===== config.mk =====
export PLATFORM = sky130hd
export DESIGN_NAME = https_record_param_extractor
export DESIGN_NICKNAME = d
export VERILOG_FILES = /design/src/rtl/core/hrpe_pkg.sv /design/src/rtl/core/hrpe_parser.sv /design/src/rtl/core/https_record_param_extractor.sv
export SDC_FILE = /design/constraint.sdc
export NUM_CORES = 1
export LEC_CHECK = 0
export BUFFER_PORTS_ARGS = -buffer_cell sky130_fd_sc_hd__buf_2
export CAP_MARGIN = 40
export CORE_MARGIN = 2
export CORE_UTILIZATION = 49
export DETAILED_ROUTE_END_ITERATION = 10
export GPL_TIMING_DRIVEN = 0
export PLACE_DENSITY = 0.78
export SLEW_MARGIN = 20
export SYNTH_ARGS = -nofsm -noshare
export SYNTH_HDL_FRONTEND = slang
export SYNTH_SLANG_ARGS = --single-unit

===== constraint.sdc =====
create_clock -name clk -period 2.6 [get_ports clk]
set_input_delay 0.52 -clock clk [delete_from_list [all_inputs] [get_ports clk]]
set_output_delay 0.52 -clock clk [all_outputs]
set_load 0.02 [all_outputs]

===== src/rtl/core/hrpe_pkg.sv =====
// Shared types and constants for the HTTPS/SVCB record param extractor.
// No dependencies; used by hrpe_parser and https_record_param_extractor.

package hrpe_pkg;

    localparam logic [15:0] TARGET_KEY_RESET = 16'd5;      // ech config list
    localparam logic [7:0]  LABEL_TYPE_MASK  = 8'hC0;

    typedef enum logic [1:0] {
        STATUS_STREAM    = 2'd0,
        STATUS_FOUND     = 2'd1,
        STATUS_NOT_FOUND = 2'd2,
        STATUS_MALFORMED = 2'd3
    } status_t;

    typedef struct packed {
        logic       valid;
        logic [7:0] value_byte;
        logic       byte_valid;
        logic       final_res;
        status_t    status;
    } result_t;

endpackage


===== src/rtl/core/hrpe_parser.sv =====
// Byte-wise SVCB rdata walker: priority, target name, SvcParams.
// Depends on hrpe_pkg; instantiated by https_record_param_extractor.

module hrpe_parser
(
    input  logic              clk,
    input  logic              rst_n,
    input  logic              byte_en,
    input  logic [7:0]        data_byte,
    input  logic              end_of_record,
    input  logic [15:0]       target_key,
    output hrpe_pkg::result_t result
);

    typedef enum logic [3:0] {
        PH_PRI_HI,
        PH_PRI_LO,
        PH_NAME_LEN,
        PH_LABEL,
        PH_PTR,
        PH_KEY_HI,
        PH_KEY_LO,
        PH_LEN_HI,
        PH_LEN_LO,
        PH_STREAM,
        PH_SKIP
    } phase_t;

    phase_t      phase_reg, phase_next;
    logic [15:0] bytes_left_reg, bytes_left_next;
    logic [15:0] param_key_reg, param_key_next;
    logic [7:0]  length_high_reg, length_high_next;
    logic        done_reg, done_next;

    logic        finished_now;
    logic        last_count;
    logic [15:0] len;
    logic [7:0]  label_type;

    assign last_count = (bytes_left_reg <= 16'd1);
    assign len        = {length_high_reg, data_byte};
    assign label_type = data_byte & hrpe_pkg::LABEL_TYPE_MASK;

    always_comb
    begin
        phase_next       = phase_reg;
        bytes_left_next  = bytes_left_reg;
        param_key_next   = param_key_reg;
        length_high_next = length_high_reg;
        done_next        = done_reg;
        finished_now     = 1'b0;
        result           = '0;

        if (!done_reg)
        begin
            case (phase_reg)
                PH_PRI_HI: phase_next = PH_PRI_LO;
                PH_PRI_LO: phase_next = PH_NAME_LEN;
                PH_NAME_LEN:
                begin
                    if (data_byte == 8'd0)
                    begin
                        phase_next = PH_KEY_HI;
                    end
                    else if (label_type == hrpe_pkg::LABEL_TYPE_MASK)
                    begin
                        phase_next = PH_PTR;
                    end
                    else if (label_type != 8'd0)
                    begin
                        result.valid     = 1'b1;
                        result.final_res = 1'b1;
                        result.status    = hrpe_pkg::STATUS_MALFORMED;
                        finished_now     = 1'b1;
                    end
                    else
                    begin
                        bytes_left_next = {8'd0, data_byte};
                        phase_next      = PH_LABEL;
                    end
                end
                PH_LABEL:
                begin
                    if (last_count)
                    begin
                        bytes_left_next = '0;
                        phase_next      = PH_NAME_LEN;
                    end
                    else
                    begin
                        bytes_left_next = bytes_left_reg - 16'd1;
                    end
                end
                PH_PTR: phase_next = PH_KEY_HI;
                PH_KEY_HI:
                begin
                    param_key_next = {data_byte, 8'd0};
                    phase_next     = PH_KEY_LO;
                end
                PH_KEY_LO:
                begin
                    param_key_next = {param_key_reg[15:8], data_byte};
                    phase_next     = PH_LEN_HI;
                end
                PH_LEN_HI:
                begin
                    length_high_next = data_byte;
                    phase_next       = PH_LEN_LO;
                end
                PH_LEN_LO:
                begin
                    if (param_key_reg == target_key)
                    begin
                        if (len == 16'd0)
                        begin
                            result.valid     = 1'b1;
                            result.final_res = 1'b1;
                            result.status    = hrpe_pkg::STATUS_FOUND;
                            finished_now     = 1'b1;
                        end
                        else
                        begin
                            bytes_left_next = len;
                            phase_next      = PH_STREAM;
                        end
                    end
                    else if (len == 16'd0)
                    begin
                        phase_next = PH_KEY_HI;
                    end
                    else
                    begin
                        bytes_left_next = len;
                        phase_next      = PH_SKIP;
                    end
                end
                PH_STREAM:
                begin
                    result.valid      = 1'b1;
                    result.value_byte = data_byte;
                    result.byte_valid = 1'b1;
                    if (last_count)
                    begin
                        bytes_left_next  = '0;
                        result.final_res = 1'b1;
                        result.status    = hrpe_pkg::STATUS_FOUND;
                        finished_now     = 1'b1;
                    end
                    else
                    begin
                        bytes_left_next = bytes_left_reg - 16'd1;
                    end
                end
                PH_SKIP:
                begin
                    if (last_count)
                    begin
                        bytes_left_next = '0;
                        phase_next      = PH_KEY_HI;
                    end
                    else
                    begin
                        bytes_left_next = bytes_left_reg - 16'd1;
                    end
                end
                default: phase_next = PH_PRI_HI;
            endcase
            if (finished_now)
            begin
                done_next = 1'b1;
            end
        end

        if (end_of_record)
        begin
            if (!done_reg && !finished_now)
            begin
                result.valid     = 1'b1;
                result.final_res = 1'b1;
                // end at a param boundary or inside a param header
                if (phase_next == PH_KEY_HI || phase_next == PH_KEY_LO ||
                    phase_next == PH_LEN_HI || phase_next == PH_LEN_LO)
                begin
                    result.status = hrpe_pkg::STATUS_NOT_FOUND;
                end
                else
                begin
                    result.status = hrpe_pkg::STATUS_MALFORMED;
                end
            end
            phase_next       = PH_PRI_HI;
            bytes_left_next  = '0;
            param_key_next   = '0;
            length_high_next = '0;
            done_next        = 1'b0;
        end
    end

    always_ff @(posedge clk or negedge rst_n)
    begin
        if (!rst_n)
        begin
            phase_reg       <= PH_PRI_HI;
            bytes_left_reg  <= '0;
            param_key_reg   <= '0;
            length_high_reg <= '0;
            done_reg        <= 1'b0;
        end
        else if (byte_en)
        begin
            phase_reg       <= phase_next;
            bytes_left_reg  <= bytes_left_next;
            param_key_reg   <= param_key_next;
            length_high_reg <= length_high_next;
            done_reg        <= done_next;
        end
    end

endmodule


===== src/rtl/core/https_record_param_extractor.sv =====
// Top level of the HTTPS/SVCB record param extractor: stream ports,
// key register and output register. Depends on hrpe_pkg and hrpe_parser.

// Takes DNS HTTPS/SVCB rdata one byte per transfer (tlast on the record's
// last byte) and streams out the value bytes of the first SvcParam whose key
// equals target_key (reset 5, ech config list), ending every record with one
// transfer whose tlast is set and whose status tells found, not found or
// malformed. One byte is taken every cycle: the parser state updates in the
// cycle the byte arrives and the result sits in one output register, so the
// input stalls only while that register holds a result the sink has not taken.

module https_record_param_extractor
(
    input  logic        clk,
    input  logic        rst_n,
    // configuration
    input  logic        cfg_wr_en,
    input  logic [15:0] cfg_wr_data,      // target_key
    // input stream
    input  logic        s_axis_tvalid,
    output logic        s_axis_tready,
    input  logic [7:0]  s_axis_tdata,     // [7:0] data_byte
    input  logic        s_axis_tlast,     // end_of_record
    // output stream
    output logic        m_axis_tvalid,
    input  logic        m_axis_tready,
    output logic [7:0]  m_axis_tdata,     // [7:0] value_byte
    output logic        m_axis_tlast,     // final_res
    output logic [2:0]  m_axis_tuser      // [0] byte_valid, [2:1] status
);

    logic              [15:0] target_key_reg;
    logic                     accept;
    hrpe_pkg::result_t        result;
    hrpe_pkg::result_t        out_reg;

    assign s_axis_tready = !out_reg.valid || m_axis_tready;
    assign accept        = s_axis_tvalid && s_axis_tready;

    always_ff @(posedge clk or negedge rst_n)
    begin
        if (!rst_n)
        begin
            target_key_reg <= hrpe_pkg::TARGET_KEY_RESET;
        end
        else if (cfg_wr_en)
        begin
            target_key_reg <= cfg_wr_data;
        end
    end

    hrpe_parser u_parser
    (
        .clk           (clk),
        .rst_n         (rst_n),
        .byte_en       (accept),
        .data_byte     (s_axis_tdata),
        .end_of_record (s_axis_tlast),
        .target_key    (target_key_reg),
        .result        (result)
    );

    always_ff @(posedge clk or negedge rst_n)
    begin
        if (!rst_n)
        begin
            out_reg <= '0;
        end
        else if (accept)
        begin
            out_reg <= result;
        end
        else if (m_axis_tready)
        begin
            out_reg.valid <= 1'b0;
        end
    end

    assign m_axis_tvalid = out_reg.valid;
    assign m_axis_tdata  = out_reg.value_byte;
    assign m_axis_tlast  = out_reg.final_res;
    assign m_axis_tuser  = {out_reg.status, out_reg.byte_valid};

endmodule


==> reports/qor.json <==
{
  "clock_tree": {
    "cts_root_buffer": "sky130_fd_sc_hd__clkbuf_8",
    "cts_buffers": 9,
    "clock_insertion_delay_at_the_later_pin_of_the_skew_report_ps": 360,
    "tritoncts": "built",
    "clk_transition_reported_paths_ps": 80,
    "clock_tree.buffer_depth": 2,
    "cts_hold_buffers": 0,
    "cts.htree.levels": 3,
    "clock_sinks": 74
  },
  "timing": {
    "rsz0062_at_grt": "false",
    "slew-limit-headroom_pct": 48.5,
    "fmaxAchievable_mhz": 398,
    "fin_setup_tns_ps": 0,
    "worst_pin_slew_ps": 772,
    "finalHoldWorstSlack_ps": 99.8,
    "period_minus_slack_ps": 2510,
    "timing.final.setup_violations": 0,
    "maxSlewViolCount": 0,
    "final_critical_path_setup_slack_ps": 86.4,
    "timing.clock.skew_ps": 8.41,
    "hold_viol_final": 0,
    "layout_worst_path_cycle_share_pct": 96.7
  },
  "placement": {
    "detailedPlacementHpwl_mm": 7.44,
    "portBuffers": 42,
    "placed_area_um2": 4440,
    "dp_worst_setup_slack_ps": -534,
    "gp_routability_congestion": 0.923
  },
  "synthesis": {
    "synth-seq-cells": 74,
    "post_synth_main_area_contributors": "sky130_fd_sc_hd__dfrtp_1 (44%), sky130_fd_sc_hd__mux2_2 (7.2%), sky130_fd_sc_hd__o21ai_0 (4.7%)",
    "synth_most_common_cell": "sky130_fd_sc_hd__dfrtp_1",
    "ys_seq_area_share_pct": 45.6,
    "synth_top_area_share_pct": 44.3,
    "postSynthCellCount": 419,
    "synth-async-reset-ratio_pct": 100,
    "yosysTopAreaCell": "sky130_fd_sc_hd__dfrtp_1",
    "ys_warn_count": 0,
    "synth.distinct_cells": 59,
    "post_synth.cell_area_avg_um2": 9.71,
    "synth_edf_count": 0,
    "postSynth.topFlopCell": "sky130_fd_sc_hd__dfrtp_1",
    "syn_nets": 453,
    "syn-cell-area_um2": 4070,
    "synth_commonest_cells": "sky130_fd_sc_hd__dfrtp_1 (72), sky130_fd_sc_hd__o21ai_0 (38), sky130_fd_sc_hd__nand2_1 (34), sky130_fd_sc_hd__nor2_1 (32), sky130_fd_sc_hd__mux2_2 (26)"
  },
  "power": {
    "internal_power_mw": 2.37,
    "netsw_mw": 1.63,
    "switching_share_pct": 40.7,
    "totalPowerFinal_mw": 4.00,
    "clock_power_share_pct": 20.8,
    "power.sequential.fraction_pct": 38.2,
    "ir_drop_worst_vdd_mv": 0.568,
    "p_per_area_nw_per_um2": 857,
    "pwr-share-comb_pct": 41.0,
    "total_leakage_power_nw": 2.06
  },
  "floorplan": {
    "die_area_um2": 9050,
    "num_io_pins": 44,
    "dieWidth_um": 95.1,
    "std_cell_rows": 33,
    "starting_density_pct": 50.0,
    "core_area_um2": 8130,
    "fp.dieH_um": 95.1
  },
  "global_route": {
    "number_of_antenna_violations_at_the_first_check_in_global_routing": 0,
    "overflow": 0,
    "via_count_of_the_first_global_routing_pass": 3484,
    "grt_pass1_wl_mm": 16.9,
    "grt_util_all_layers_pct": 24.3,
    "maximum_number_of_pins_on_one_net_before_global_route_repair": 43
  },
  "critical_path": {
    "worst_setup_path_start_kind": "flop",
    "critical_setup_path_class": "flop to flop",
    "cp.buffers_inverters": 1,
    "worst_path_dominant_cell_family": "simple AND/OR/NAND/NOR gates",
    "slowest_cp_cell": "sky130_fd_sc_hd__or4_4",
    "required_time_at_the_worst_slack_endpoint_ps": 2840,
    "worst-endpoint-arrival_ps": 2750,
    "critical_path.max_fanout": 6,
    "timing.reg2reg.setup_slack_ps": 90,
    "critPathCaptureType": "flop",
    "delay_of_the_slowest_critical_path_stage_ps": 530,
    "critical_path.cell_chain": "inv_1, ha_4, nor2_1, or4_4, or2_4, a211o_1, a211oi_2, and3_2, o31ai_2"
  },
  "finish": {
    "filler_cell_count": 720,
    "final_cell_area_excluding_filler_cells_um2": 4670,
    "areaGrowthSynthToFinish_pct": 14.7,
    "nets": 509,
    "layout-drive-gt1-share_pct": 24.0,
    "num_antenna_cells": 0
  },
  "detailed_routing": {
    "postRouteWirelength_mm": 10.2,
    "mean_routed_wirelength_per_cell_um": 17.4,
    "antenna_left": 0,
    "route.top_layer_used": "met4",
    "detailed_route_vias_per_instance": 5.98,
    "routed-wl-met2_mm": 4.95,
    "detail_route.first_pass.iterations": 5,
    "wl_met3_um": 544,
    "first_iter_violations": 336,
    "vias": 3501,
    "detail_route.wirelength.met1_mm": 4.42,
    "drc": 0
  },
  "outcome": {
    "run_status": "finished, final reports clean"
  },
  "flow_run": {
    "cap_viol_max_count": 0
  },
  "worst_hold_path": {
    "hold_path_class": "primary input to asynchronous set/reset pin"
  }
}
final cells by class:
type                       count  area [um^2]  share of cell area [%]
inverter                      15         56.3                    1.21
clock buffer                  10          128                    2.73
buffer                        21          118                    2.52
multi-input combinational    309         2080                    44.6
timing repair buffer          45          250                    5.36
tap                          105          131                    2.81
clock inverter                 6         50.0                    1.07
sequential                    74         1850                    39.7
cell usage in the layout, fill, tap and decap left out, types with 3 or more instances in the layout:
cell                       instances
sky130_fd_sc_hd__dfrtp_1          72
sky130_fd_sc_hd__buf_2            44
sky130_fd_sc_hd__o21ai_0          37
sky130_fd_sc_hd__nand2_1          34
sky130_fd_sc_hd__nor2_1           31
sky130_fd_sc_hd__mux2_2           26
sky130_fd_sc_hd__nand3_1          20
sky130_fd_sc_hd__xnor2_1          19
sky130_fd_sc_hd__a21oi_1          15
sky130_fd_sc_hd__inv_1            14
sky130_fd_sc_hd__clkbuf_8         11
sky130_fd_sc_hd__clkbuf_1         11
sky130_fd_sc_hd__a22o_1           11
sky130_fd_sc_hd__nor3_1           10
sky130_fd_sc_hd__nand2b_1          8
sky130_fd_sc_hd__nand4_1           8
sky130_fd_sc_hd__nor4_1            8
sky130_fd_sc_hd__mux2i_1           5
sky130_fd_sc_hd__o31ai_1           5
sky130_fd_sc_hd__or3_1             5
sky130_fd_sc_hd__nor2b_1           4
sky130_fd_sc_hd__and2_1            4
sky130_fd_sc_hd__a22oi_1           4
sky130_fd_sc_hd__and3_1            3
sky130_fd_sc_hd__o22ai_1           3
sky130_fd_sc_hd__ha_1              3
power by group through the flow:
| stage | registers (mW) | logic [mW] | clock network [mW] |
|---|---|---|---|
| floorplan | 1.52 | 1.14 | 0 |
| global placement | 1.53 | 1.50 | 0 |
| detailed placement | 1.54 | 1.54 | 0 |
| CTS | 1.52 | 1.56 | 0.835 |
| global route | 1.55 | 1.79 | 0.885 |
| finish | 1.53 | 1.64 | 0.830 |
kinds of logic after synthesis:
group / Yosys count / synth area share [%]
AOI/OAI and AO/OA: 97 / 15.7
DFF: 74 / 45.6
muxes: 31 / 8.43
adders and majority gates: 4 / 1.23
and+or+nand+nor: 156 / 20.3
xor gates and xnor gates: 21 / 4.52
buffers and inverters: 36 / 4.21
final timing paths:
check / startpoint / end / depth (start not counted)
max in group asynchronous: rst_n / target_key_reg[2] / 2
min reg2reg: m_axis_tuser[0] / m_axis_tuser[0] / 1
max reg2reg: u_parser.bytes_left_reg[1] / m_axis_tuser[1] / 9
min in group clk: cfg_wr_data[3] / target_key_reg[3] / 2
min: rst_n / target_key_reg[1] / 1
max: u_parser.bytes_left_reg[1] / m_axis_tuser[1] / 9
metal layers:
layer / vias to the layer above / track usage [%]
met2: 142 / 39.9
met3: 36 / 3.64
met4: 0 / 9.06
li1: 1627 / -
met1: 1696 / 32.8
met5: - / 0
metrics by stage:
| stage | instances | util [%] |
|---|---|---|
| finish | 585 | 57.4 |
| global route | 585 | 57.4 |
| CTS | 584 | 56.9 |
| detailed placement | 568 | 54.6 |
| global placement | 566 | 54.2 |
| floorplan | 419 | - |
what timing repair did:
action                                  4_1_cts  5_1_grt
setup buffers                                 0        1
endpoints found under the setup margin       11       20
resized for setup                             3       10
cloned                                        0        0
pin swaps                                     1        1
No activity file was read; power rests on OpenSTA's default activity.
